### src/gsrr_pkg.sv
// Package with the shared types, widths and codes of the shift-reduce recogniser.
`timescale 1ns / 1ps
`default_nettype none
package gsrr_pkg;

    localparam int STACK_DEPTH_DEF = 8;
    localparam int NUM_RULES_DEF   = 8;
    localparam int MAX_RHS_DEF     = 6;
    localparam int MAX_REDUCE_DEF  = 16;

    localparam int SYM_W       = 8;
    localparam int STATUS_W    = 3;
    localparam int DEPTH_W     = 4;
    localparam int COUNT_W     = 5;
    localparam int CFG_INDEX_W = 4;
    localparam int RULE_W      = 64;
    localparam int RHS_LSB     = 16;
    localparam int NUM_REGS    = 8;

    typedef logic [SYM_W-1:0]       t_symbol;
    typedef logic [RULE_W-1:0]      t_rule;
    typedef logic [CFG_INDEX_W-1:0] t_cfg_index;

    typedef enum logic [STATUS_W-1:0] {
        ST_RUNNING  = 3'd0,
        ST_ACCEPT   = 3'd1,
        ST_REJECT   = 3'd2,
        ST_OVERFLOW = 3'd3,
        ST_LIMIT    = 3'd4
    } t_status;

    typedef enum logic [1:0] {
        S_IDLE   = 2'd0,
        S_REDUCE = 2'd1,
        S_DONE   = 2'd2
    } t_state;

    function automatic int clamp_idx(input int k, input int hi);
        return (k < hi) ? k : hi;
    endfunction

endpackage
`default_nettype wire

### src/gsrr_in_if.sv
// Interface of the input symbol channel.
`timescale 1ns / 1ps
`default_nettype none
interface gsrr_in_if;
    logic             valid;
    logic             ready;
    gsrr_pkg::t_symbol symbol;
    logic             last;

    modport source (output valid, output symbol, output last, input ready);
    modport sink   (input valid, input symbol, input last, output ready);
endinterface
`default_nettype wire

### src/gsrr_out_if.sv
// Interface of the result channel.
`timescale 1ns / 1ps
`default_nettype none
interface gsrr_out_if;
    logic                              valid;
    logic                              ready;
    gsrr_pkg::t_status                 status;
    logic [gsrr_pkg::DEPTH_W-1:0]      depth;
    gsrr_pkg::t_symbol                 top_symbol;
    logic [gsrr_pkg::COUNT_W-1:0]      reduce_count;

    modport source (output valid, output status, output depth, output top_symbol,
                    output reduce_count, input ready);
    modport sink   (input valid, input status, input depth, input top_symbol,
                    input reduce_count, output ready);
endinterface
`default_nettype wire

### src/gsrr_cfg_if.sv
// Interface of the rule register write channel.
`timescale 1ns / 1ps
`default_nettype none
interface gsrr_cfg_if;
    logic                 valid;
    logic                 ready;
    gsrr_pkg::t_cfg_index index;
    gsrr_pkg::t_rule      data;

    modport source (output valid, output index, output data, input ready);
    modport sink   (input valid, input index, input data, output ready);
endinterface
`default_nettype wire

### src/greedy_shift_reduce_recognizer_core.sv
// Top level of the greedy shift-reduce recogniser with its rule match sequencer.
`timescale 1ns / 1ps
`default_nettype none
// Each request on the input channel pushes one symbol on the stack, after which parallel
// rule comparators check all rules against the top of the stack once per cycle and apply
// at most one reduction per cycle (longest right side first, lowest rule among equals).
// Ordinary items pass the reduction state, then the done state; items discarded after an
// error or meeting a full stack are not pushed and go straight to the done state. The
// input is not ready while an item is being worked on, but it is ready again while the
// previous result still waits in the output register. Rule registers may only be written
// while the block is idle; writes to an index at or above NUM_RULES are ignored.
module greedy_shift_reduce_recognizer_core #(
    parameter int STACK_DEPTH = gsrr_pkg::STACK_DEPTH_DEF,
    parameter int NUM_RULES   = gsrr_pkg::NUM_RULES_DEF,
    parameter int MAX_RHS     = gsrr_pkg::MAX_RHS_DEF,
    parameter int MAX_REDUCE  = gsrr_pkg::MAX_REDUCE_DEF
) (
    input  wire          i_clk,
    input  wire          i_rst_n,
    gsrr_in_if.sink      i_in,
    gsrr_out_if.source   o_out,
    gsrr_cfg_if.sink     i_cfg
);

    localparam int DW = $clog2(STACK_DEPTH + 1);
    localparam int CW = $clog2(MAX_REDUCE + 1);
    localparam int LW = $clog2(MAX_RHS + 1);
    localparam int RW = (NUM_RULES > 1) ? $clog2(NUM_RULES) : 1;
    localparam int AW = (STACK_DEPTH > 1) ? $clog2(STACK_DEPTH) : 1;

    gsrr_pkg::t_state  r_state, n_state;
    gsrr_pkg::t_symbol r_stack [STACK_DEPTH];
    gsrr_pkg::t_symbol n_stack [STACK_DEPTH];
    logic [DW-1:0]     r_depth, n_depth;
    logic [CW-1:0]     r_count, n_count;
    gsrr_pkg::t_status r_status, n_status;
    logic              r_last, n_last;
    logic              r_skip, n_skip;
    logic              r_err_seen, n_err_seen;
    gsrr_pkg::t_rule   r_rule [NUM_RULES];

    logic                         r_out_valid;
    gsrr_pkg::t_status            r_out_status;
    logic [gsrr_pkg::DEPTH_W-1:0] r_out_depth;
    gsrr_pkg::t_symbol            r_out_top;
    logic [gsrr_pkg::COUNT_W-1:0] r_out_count;

    logic in_fire;
    logic out_load;
    logic stack_full;
    logic at_limit;

    logic [NUM_RULES-1:0] rule_hit;
    logic [LW-1:0]        rule_len [NUM_RULES];
    logic                 hit;
    logic [LW-1:0]        best_len;
    gsrr_pkg::t_symbol    best_lhs;

    gsrr_pkg::t_status            res_status;
    logic [gsrr_pkg::DEPTH_W-1:0] res_depth;
    gsrr_pkg::t_symbol            res_top;
    logic [gsrr_pkg::COUNT_W-1:0] res_count;

    assign i_in.ready  = (r_state == gsrr_pkg::S_IDLE);
    assign i_cfg.ready = 1'b1;
    assign in_fire     = i_in.valid && i_in.ready;
    assign out_load    = (r_state == gsrr_pkg::S_DONE) && (!r_out_valid || o_out.ready);
    assign stack_full  = (r_depth >= DW'(STACK_DEPTH));
    assign at_limit    = (r_count == CW'(MAX_REDUCE));

    assign o_out.valid        = r_out_valid;
    assign o_out.status       = r_out_status;
    assign o_out.depth        = r_out_depth;
    assign o_out.top_symbol   = r_out_top;
    assign o_out.reduce_count = r_out_count;

    // Match of every rule against the top of the stack; entry 0 is the top.
    always_comb begin
        logic          lm;
        logic [AW-1:0] idx;
        for (int m = 0; m < NUM_RULES; m++) begin
            rule_hit[m] = 1'b0;
            rule_len[m] = '0;
            for (int l = 1; l <= MAX_RHS; l++) begin
                lm = 1'b1;
                for (int i = 0; i < l; i++) begin
                    idx = AW'(gsrr_pkg::clamp_idx(l - 1 - i, STACK_DEPTH - 1));
                    if (r_rule[m][gsrr_pkg::RHS_LSB + gsrr_pkg::SYM_W*i +: gsrr_pkg::SYM_W]
                        != r_stack[idx]) begin
                        lm = 1'b0;
                    end
                end
                if ((r_rule[m][15:8] == 8'(l)) && lm && (int'(r_depth) >= l)) begin
                    rule_hit[m] = 1'b1;
                    rule_len[m] = LW'(l);
                end
            end
        end
    end

    always_comb begin
        hit      = 1'b0;
        best_len = '0;
        best_lhs = '0;
        for (int m = 0; m < NUM_RULES; m++) begin
            if (rule_hit[m] && (!hit || (rule_len[m] > best_len))) begin
                hit      = 1'b1;
                best_len = rule_len[m];
                best_lhs = r_rule[m][7:0];
            end
        end
    end

    always_comb begin
        n_state = r_state;
        unique case (r_state)
            gsrr_pkg::S_IDLE: begin
                if (in_fire) begin
                    if (r_err_seen || stack_full) begin
                        n_state = gsrr_pkg::S_DONE;
                    end else begin
                        n_state = gsrr_pkg::S_REDUCE;
                    end
                end
            end
            gsrr_pkg::S_REDUCE: begin
                if (!hit || at_limit) begin
                    n_state = gsrr_pkg::S_DONE;
                end
            end
            gsrr_pkg::S_DONE: begin
                if (out_load) begin
                    n_state = gsrr_pkg::S_IDLE;
                end
            end
            default: n_state = gsrr_pkg::S_IDLE;
        endcase
    end

    always_comb begin
        logic [AW-1:0] src;
        src        = '0;
        n_stack    = r_stack;
        n_depth    = r_depth;
        n_count    = r_count;
        n_status   = r_status;
        n_last     = r_last;
        n_skip     = r_skip;
        n_err_seen = r_err_seen;
        unique case (r_state)
            gsrr_pkg::S_IDLE: begin
                if (in_fire) begin
                    n_last   = i_in.last;
                    n_count  = '0;
                    n_status = gsrr_pkg::ST_RUNNING;
                    n_skip   = r_err_seen;
                    if (!r_err_seen) begin
                        if (stack_full) begin
                            n_status = gsrr_pkg::ST_OVERFLOW;
                        end else begin
                            n_stack[0] = i_in.symbol;
                            for (int k = 1; k < STACK_DEPTH; k++) begin
                                n_stack[k] = r_stack[k-1];
                            end
                            n_depth = r_depth + DW'(1);
                        end
                    end
                end
            end
            gsrr_pkg::S_REDUCE: begin
                if (hit) begin
                    if (at_limit) begin
                        n_status = gsrr_pkg::ST_LIMIT;
                    end else begin
                        n_stack[0] = best_lhs;
                        for (int k = 1; k < STACK_DEPTH; k++) begin
                            for (int s = 0; s < MAX_RHS; s++) begin
                                if (int'(best_len) - 1 == s) begin
                                    src        = AW'(gsrr_pkg::clamp_idx(k + s,
                                                                         STACK_DEPTH - 1));
                                    n_stack[k] = r_stack[src];
                                end
                            end
                        end
                        n_depth = r_depth - DW'(best_len) + DW'(1);
                        n_count = r_count + CW'(1);
                    end
                end
            end
            gsrr_pkg::S_DONE: begin
                if (out_load) begin
                    if (r_skip) begin
                        if (r_last) begin
                            n_err_seen = 1'b0;
                        end
                    end else if (r_status != gsrr_pkg::ST_RUNNING) begin
                        n_depth    = '0;
                        n_err_seen = !r_last;
                    end else if (r_last) begin
                        n_depth = '0;
                    end
                end
            end
            default: begin
            end
        endcase
    end

    always_comb begin
        res_status = gsrr_pkg::ST_RUNNING;
        res_depth  = gsrr_pkg::DEPTH_W'(r_depth);
        res_top    = (r_depth == '0) ? '0 : r_stack[0];
        res_count  = gsrr_pkg::COUNT_W'(r_count);
        if (r_skip) begin
            res_status = r_last ? gsrr_pkg::ST_REJECT : gsrr_pkg::ST_RUNNING;
            res_depth  = '0;
            res_top    = '0;
            res_count  = '0;
        end else if (r_status != gsrr_pkg::ST_RUNNING) begin
            res_status = r_status;
        end else if (r_last) begin
            res_status = (r_depth == DW'(1)) ? gsrr_pkg::ST_ACCEPT : gsrr_pkg::ST_REJECT;
        end
    end

    always_ff @(posedge i_clk) begin
        if (!i_rst_n) begin
            r_state     <= gsrr_pkg::S_IDLE;
            r_depth     <= '0;
            r_count     <= '0;
            r_status    <= gsrr_pkg::ST_RUNNING;
            r_last      <= 1'b0;
            r_skip      <= 1'b0;
            r_err_seen  <= 1'b0;
            r_out_valid <= 1'b0;
        end else begin
            r_state     <= n_state;
            r_depth     <= n_depth;
            r_count     <= n_count;
            r_status    <= n_status;
            r_last      <= n_last;
            r_skip      <= n_skip;
            r_err_seen  <= n_err_seen;
            r_out_valid <= out_load || (r_out_valid && !o_out.ready);
        end
    end

    always_ff @(posedge i_clk) begin
        r_stack <= n_stack;
        if (out_load) begin
            r_out_status <= res_status;
            r_out_depth  <= res_depth;
            r_out_top    <= res_top;
            r_out_count  <= res_count;
        end
    end

    always_ff @(posedge i_clk) begin
        if (!i_rst_n) begin
            for (int m = 0; m < NUM_RULES; m++) begin
                r_rule[m] <= '0;
            end
        end else if (i_cfg.valid && i_cfg.ready && (int'(i_cfg.index) < NUM_RULES)) begin
            r_rule[i_cfg.index[RW-1:0]] <= i_cfg.data;
        end
    end

    a_depth_bound: assert property (@(posedge i_clk) disable iff (!i_rst_n)
        r_depth <= DW'(STACK_DEPTH))
        else $error("stack depth beyond its capacity");

    a_count_bound: assert property (@(posedge i_clk) disable iff (!i_rst_n)
        r_count <= CW'(MAX_REDUCE))
        else $error("reduction count beyond its limit");

    a_reduce_shrinks: assert property (@(posedge i_clk) disable iff (!i_rst_n)
        (r_state == gsrr_pkg::S_REDUCE) && hit && !at_limit |=> r_depth <= $past(r_depth))
        else $error("a reduction made the stack deeper");

    a_accept_one: assert property (@(posedge i_clk) disable iff (!i_rst_n)
        out_load && (res_status == gsrr_pkg::ST_ACCEPT) |-> r_depth == DW'(1) && !r_skip)
        else $error("accept reported without exactly one symbol");

    a_no_skip_reduce: assert property (@(posedge i_clk) disable iff (!i_rst_n)
        (r_state == gsrr_pkg::S_REDUCE) |-> !r_skip && (r_status != gsrr_pkg::ST_OVERFLOW))
        else $error("reduction pass on a discarded or overflowing item");

endmodule
`default_nettype wire

### src/flat_wrapper.sv
// flat-port wrapper written by rule: the top's interface ports become plain ports
module greedy_shift_reduce_recognizer_core_flat 
#(
    parameter int STACK_DEPTH = gsrr_pkg::STACK_DEPTH_DEF,
    parameter int NUM_RULES   = gsrr_pkg::NUM_RULES_DEF,
    parameter int MAX_RHS     = gsrr_pkg::MAX_RHS_DEF,
    parameter int MAX_REDUCE  = gsrr_pkg::MAX_REDUCE_DEF
)
  (i_clk, i_rst_n, i_in_valid, i_in_symbol, i_in_last, i_in_ready, o_out_valid, o_out_status, o_out_depth, o_out_top_symbol, o_out_reduce_count, o_out_ready, i_cfg_valid, i_cfg_index, i_cfg_data, i_cfg_ready);
  gsrr_in_if i_in_i ();
  gsrr_out_if o_out_i ();
  gsrr_cfg_if i_cfg_i ();
  input  wire i_clk;
  input  wire i_rst_n;
  input wire logic [$bits(i_in_i.valid)-1:0] i_in_valid;
  input wire logic [$bits(i_in_i.symbol)-1:0] i_in_symbol;
  input wire logic [$bits(i_in_i.last)-1:0] i_in_last;
  output wire logic [$bits(i_in_i.ready)-1:0] i_in_ready;
  output wire logic [$bits(o_out_i.valid)-1:0] o_out_valid;
  output wire logic [$bits(o_out_i.status)-1:0] o_out_status;
  output wire logic [$bits(o_out_i.depth)-1:0] o_out_depth;
  output wire logic [$bits(o_out_i.top_symbol)-1:0] o_out_top_symbol;
  output wire logic [$bits(o_out_i.reduce_count)-1:0] o_out_reduce_count;
  input wire logic [$bits(o_out_i.ready)-1:0] o_out_ready;
  input wire logic [$bits(i_cfg_i.valid)-1:0] i_cfg_valid;
  input wire logic [$bits(i_cfg_i.index)-1:0] i_cfg_index;
  input wire logic [$bits(i_cfg_i.data)-1:0] i_cfg_data;
  output wire logic [$bits(i_cfg_i.ready)-1:0] i_cfg_ready;
  assign i_in_i.valid = i_in_valid;
  assign i_in_i.symbol = i_in_symbol;
  assign i_in_i.last = i_in_last;
  assign i_in_ready = i_in_i.ready;
  assign o_out_valid = o_out_i.valid;
  assign o_out_status = o_out_i.status;
  assign o_out_depth = o_out_i.depth;
  assign o_out_top_symbol = o_out_i.top_symbol;
  assign o_out_reduce_count = o_out_i.reduce_count;
  assign o_out_i.ready = o_out_ready;
  assign i_cfg_i.valid = i_cfg_valid;
  assign i_cfg_i.index = i_cfg_index;
  assign i_cfg_i.data = i_cfg_data;
  assign i_cfg_ready = i_cfg_i.ready;
  greedy_shift_reduce_recognizer_core #(.STACK_DEPTH(STACK_DEPTH), .NUM_RULES(NUM_RULES), .MAX_RHS(MAX_RHS), .MAX_REDUCE(MAX_REDUCE)) u_core (.i_clk(i_clk), .i_rst_n(i_rst_n), .i_in(i_in_i), .o_out(o_out_i), .i_cfg(i_cfg_i));
endmodule
### config.mk
export PLATFORM = sky130hd
export DESIGN_NAME = greedy_shift_reduce_recognizer_core_flat
export DESIGN_NICKNAME = d
export VERILOG_FILES = /design/src/gsrr_pkg.sv /design/src/gsrr_in_if.sv /design/src/gsrr_out_if.sv /design/src/gsrr_cfg_if.sv /design/src/greedy_shift_reduce_recognizer_core.sv /design/src/flat_wrapper.sv
export SDC_FILE = /design/constraint.sdc
export NUM_CORES = 2
export LEC_CHECK = 0
export BUFFER_PORTS_ARGS = -buffer_cell sky130_fd_sc_hd__buf_2
export CAP_MARGIN = 20
export CORE_AREA = 2 2 354 356
export DETAILED_ROUTE_END_ITERATION = 6
export DIE_AREA = 0 0 356 358
export PLACE_DENSITY = 0.56
export SKIP_LAST_GASP = 1
export SYNTH_ARGS = -nofsm -noshare
export SYNTH_HDL_FRONTEND = slang
export SYNTH_SLANG_ARGS = --single-unit
### constraint.sdc
create_clock -name i_clk -period 21.1 [get_ports i_clk]
set_input_delay 2.11 -clock i_clk [delete_from_list [all_inputs] [get_ports i_clk]]
set_output_delay 2.11 -clock i_clk [all_outputs]
set_load 0.005 [all_outputs]
==> qor_table.md <==
| Group | Result | This run |
|---|---|---|
| outcome | Outcome | finished, final reports clean |
| layout | Combined area of the multi-input logic cells | 0.0230 mm^2 |
| critical path | Worst setup SP type | flip-flop |
| clocking | Hold-fix buffer count after cts | 0 |
| global route | Global-route wire length before repair | 271000 um |
| place | Final Wtd Congestion | 0.988 |
| layout | Finished Layout Cells | 5788 |
| pwr | Worst supply voltage drop on vdd | 0.0619 mV |
| clocking | Number of clock sinks seen by CTS | 613 |
| timing | Worst clock skew | 34.8 ps |
| logic synthesis | Count of warnings emitted by yosys | 0 |
| layout | Post-route cell area | 0.0476 mm^2 |
| timing | Achievable Freq | 0.0575 GHz |
| critical path | Worst R2R Start | u_core.r_stack[55] |
| clocking | Bufs on Longest Clock Path | 3 |
| floorplan | I/O pin cnt | 105 |
| floorplan | Die height | 358 um |
| logic synthesis | Post-synth cell types | 89 |
| logic synthesis | Post-Syn Instances | 4183 |
| logic synthesis | Portion of the post-synthesis area used by sequential elements | 42.3% |
| timing | Rel. slew slack | 16.1% |
| logic synthesis | Synthesis-stage register bit count | 613 |
| layout | Number of fill cells in the layout | 12100 |
| logic synthesis | Combinational family with the most area after synthesis | XOR/XNOR gates |
| routing | Remaining number of nets flagged by the antenna check after routing | 0 |
| hold path | End point of the most critical hold path | u_core.r_last |
| logic synthesis | Number of enable-type register cells in the synthesized netlist | 596 |
| critical path | Sort of element at the end of the critical path | flip-flop |
| floorplan | Site row count | 129 |
| logic synthesis | Syn Nets | 4301 |
| pwr | Total power | 0.00487 W |
| timing | Worst hold slack across all endpoints | 542 ps |
| routing | Final wirelength | 200000 um |
| logic synthesis | Adder-cell area share of the yosys netlist | 1.06% |
| critical path | R2r endpoint | u_core.r_stack[16] |
| logic synthesis | Leading register cell type out of synthesis | edfxtp_1 |
| layout | Share of post-route cells with drive strength above 1 | 9.71% |
| critical path | Largest fanout of any net on the critical path | 33 |
| floorplan | Die width | 356 um |
| global route | Vias in the first global route | 32099 |
| timing | Post-route setup TNS | 0 ps |
| routing | First-pass detailed-route iteration total | 6 |
| timing | Crit path time final | 17410 ps |
| logic synthesis | Compound-Gate Fraction of Synth Area | 5.15% |
| global route | Total gr overflow | 0 |
| place | Number of placed instances, taps included | 5620 |
| timing | RSZ-0062 raised after global routing | no |
| critical path | Worst endpoint required time | 21460 ps |
| routing | DR WL/cell | 34.6 um |
| clocking | Number of gates resized after CTS | 0 |
| hold path | Worst min-delay path startpoint | u_core.r_last |
| hold path | Worst Hold Depth | 2 |
| critical path | Crit path kind | flip-flop to flip-flop |
| critical path | Largest stage delay on the critical path | 1030 ps |
| critical path | Logic depth of the worst register-to-register path | 67 |
| logic synthesis | Share of flip-flops with an asynchronous set or reset after synthesis | 0% |
| timing | Final-report hold violation count | 0 |
| logic synthesis | Post-synthesis share of cell area spent on xor and xnor gates | 26.5% |
| layout | Register Area | 0.0182 mm^2 |
| global route | Pin count of the biggest net entering global routing | 70 |
| clocking | Worst-path clk slew | 60 ps |
| critical path | Reg2Reg Setup Slack | 3690 ps |
| clocking | H-tree levels | 3 |
| logic synthesis | Area fraction in and, or, nand and nor cells after synthesis | 18.4% |
| routing | Violation count after the first detailed-routing iteration | 5005 |
| timing | Transition at the pin with the smallest max-transition slack | 1250 ps |
| hold path | Class of the tightest hold or removal check | flip-flop to flip-flop |
| global route | Initial antenna violation count | 51 |
| clocking | Clock latency of the later-clocked register in the worst-skew pair | 680 ps |
| routing | DRC viols | 0 |
| place | Detailed placement HPWL | 131000 um |
| logic synthesis | Mapped Avg Cell Area | 10.3 um^2 |
| critical path | Start point of the critical path | u_core.r_stack[55] |
| critical path | Data arrival time of the worst path | 17770 ps |
| timing | Final cycle utilization of the critical path | 82.5% |
| routing | Via density per instance | 5.91 |
| timing | Setup-violating endpoint count in the final report | 0 |
| place | Number of buffer cells added on primary ports | 103 |
| job | Max-cap violation count | 0 |
| routing | Total via count after detailed routing | 34213 |
| clocking | Total CTS buffers | 76 |
| floorplan | Core Box Area | 0.123 mm^2 |
| clocking | CTS tree | built |
| floorplan | Floorplan die area | 0.127 mm^2 |
| place | Dpl cell area | 0.0450 mm^2 |
| layout | Post-layout net count | 4180 |
| critical path | Critical Path Slowest Stage Cell | edfxtp_1 |
| logic synthesis | Post-synthesis mux area share | 1.64% |
| logic synthesis | Mapped cell area | 0.0431 mm^2 |
| layout | Layout overhead on the synthesized area | 10.4% |
| clocking | Root Buffer Master | clkbuf_16 |
| pwr | Total leakage power | 16.2 nW |
| floorplan | Initial Utilization | 34.9% |
| pwr | Total power density per cell area | 102 mW/mm^2 |
| clocking | Post-CTS setup-driven buffer insertion count | 0 |
| timing | Pins Over Slew Limit | 0 |
| global route | Overall track demand over capacity in global routing | 30.7% |
through the flow:
stage               setup WS, ps  utilization [%]
floorplan                   5910                -
global placement            3910             36.5
detailed placement          3620             36.5
CTS                         3540             38.5
global route                2570             38.5
finish                      3690             38.6
cells in the final DEF, fill, tap and decap left out, types with 16 or more instances in the layout:
cell type and n:
mux2i_1 45, nor2b_1 39, nor3_1 44, nor4_1 179, nand3_1 48, diode_2 30
o21ai_1 19, inv_1 75, a21oi_1 40, edfxtp_1 596, a21o_1 18, buf_4 116
nand2_1 81, dfxtp_1 17, a22oi_1 17, mux2_2 16, nand4_1 222, nand2b_1 25
o221ai_1 16, o22ai_1 29, buf_2 103, ha_1 34, and2_1 524, or4_1 21
clkbuf_16 80, xor2_1 549, o21ai_0 82, nor2_1 70, xnor2_1 757
flip-flops by register name, summed over array words and instances (netlist names), 2 cells and up:
name,flops
u_core.o_out.reduce_count,5
u_core.r_count,5
u_core.r_depth,4
u_core.o_out.status,3
u_core.r_rule,512
u_core.o_out.depth,4
u_core.o_out.top_symbol,8
u_core.r_state,2
u_core.r_status,2
u_core.r_stack,64
kinds of logic (layout without fill, tap and decap cells):
group | Yosys count | in the layout
adder cells (fa/ha/maj) | 36 | 36
multiplexers | 66 | 66
XOR/XNOR | 1306 | 1306
buffers and inverters | 500 | 438
AO/OA/AOI/OAI | 332 | 332
flip-flops | 613 | 613
AND/OR/NAND/NOR | 1329 | 1329
other | 1 | 31
synthesized netlist by cell type (27+ instances only):
cell      number  share of area, %
a21oi_1       41              0.48
and2_1       524               7.6
buf_1        106              0.92
buf_2        130               1.5
clkbuf_1     177               1.5
edfxtp_1     596                42
ha_1          35               1.0
inv_1         75              0.65
mux2i_1       45               1.0
nand2_1       81              0.71
nand2b_1      27              0.39
nand3_1       48              0.56
nand4_1      222               3.2
nor2_1        76              0.66
nor2b_1       40              0.58
nor3_1        47              0.55
nor4_1       183               2.7
o21ai_0       89               1.0
o22ai_1       30              0.44
xnor2_1      757                15
xor2_1       549                11
critical path: cells and delay by family, from the launching register on:
family | cells | cell delay (ps)
simple gates | 15 | 3650
fa+ha+maj | 7 | 1880
buf+inv | 9 | 2010
mux | 3 | 980
compound gates | 32 | 7290
xor+xnor | 1 | 190
flops | 1 | 1030
power breakdown:
part	internal [W]	switching [W]
sequential	0.00147	0.000184
clock	0.000768	0.000563
combinational	0.000650	0.00123
worst max-delay path by stage:
stage / end / cells past startpoint
after global routing: u_core.r_stack[20] / 67
final: u_core.r_stack[16] / 67
after global placement: u_core.r_stack[17] / 64
after CTS: u_core.r_stack[16] / 64
after floorplan: u_core.r_stack[10] / 67
after detailed placement: u_core.r_stack[16] / 64
layer usage:
layer	vias to the layer above	track usage (%)	wire length, um
met5	-	0	176
met2	2483	46.2	86200
met1	16830	40.0	77800
li1	14232	-	-
met3	640	7.85	23200
met4	28	17.7	13100
final cells by class:
type	count	share of cell area [%]
Tap cell	1637	4.31
Clock buffer	95	4.33
Timing Repair Buffer	224	3.11
Sequential cell	613	38.3
Inverter	77	0.608
Clock inverter	42	0.852
Antenna cell	30	0.158
Multi-Input combinational cell	3070	48.3
(Power assumes the default switching activity.)
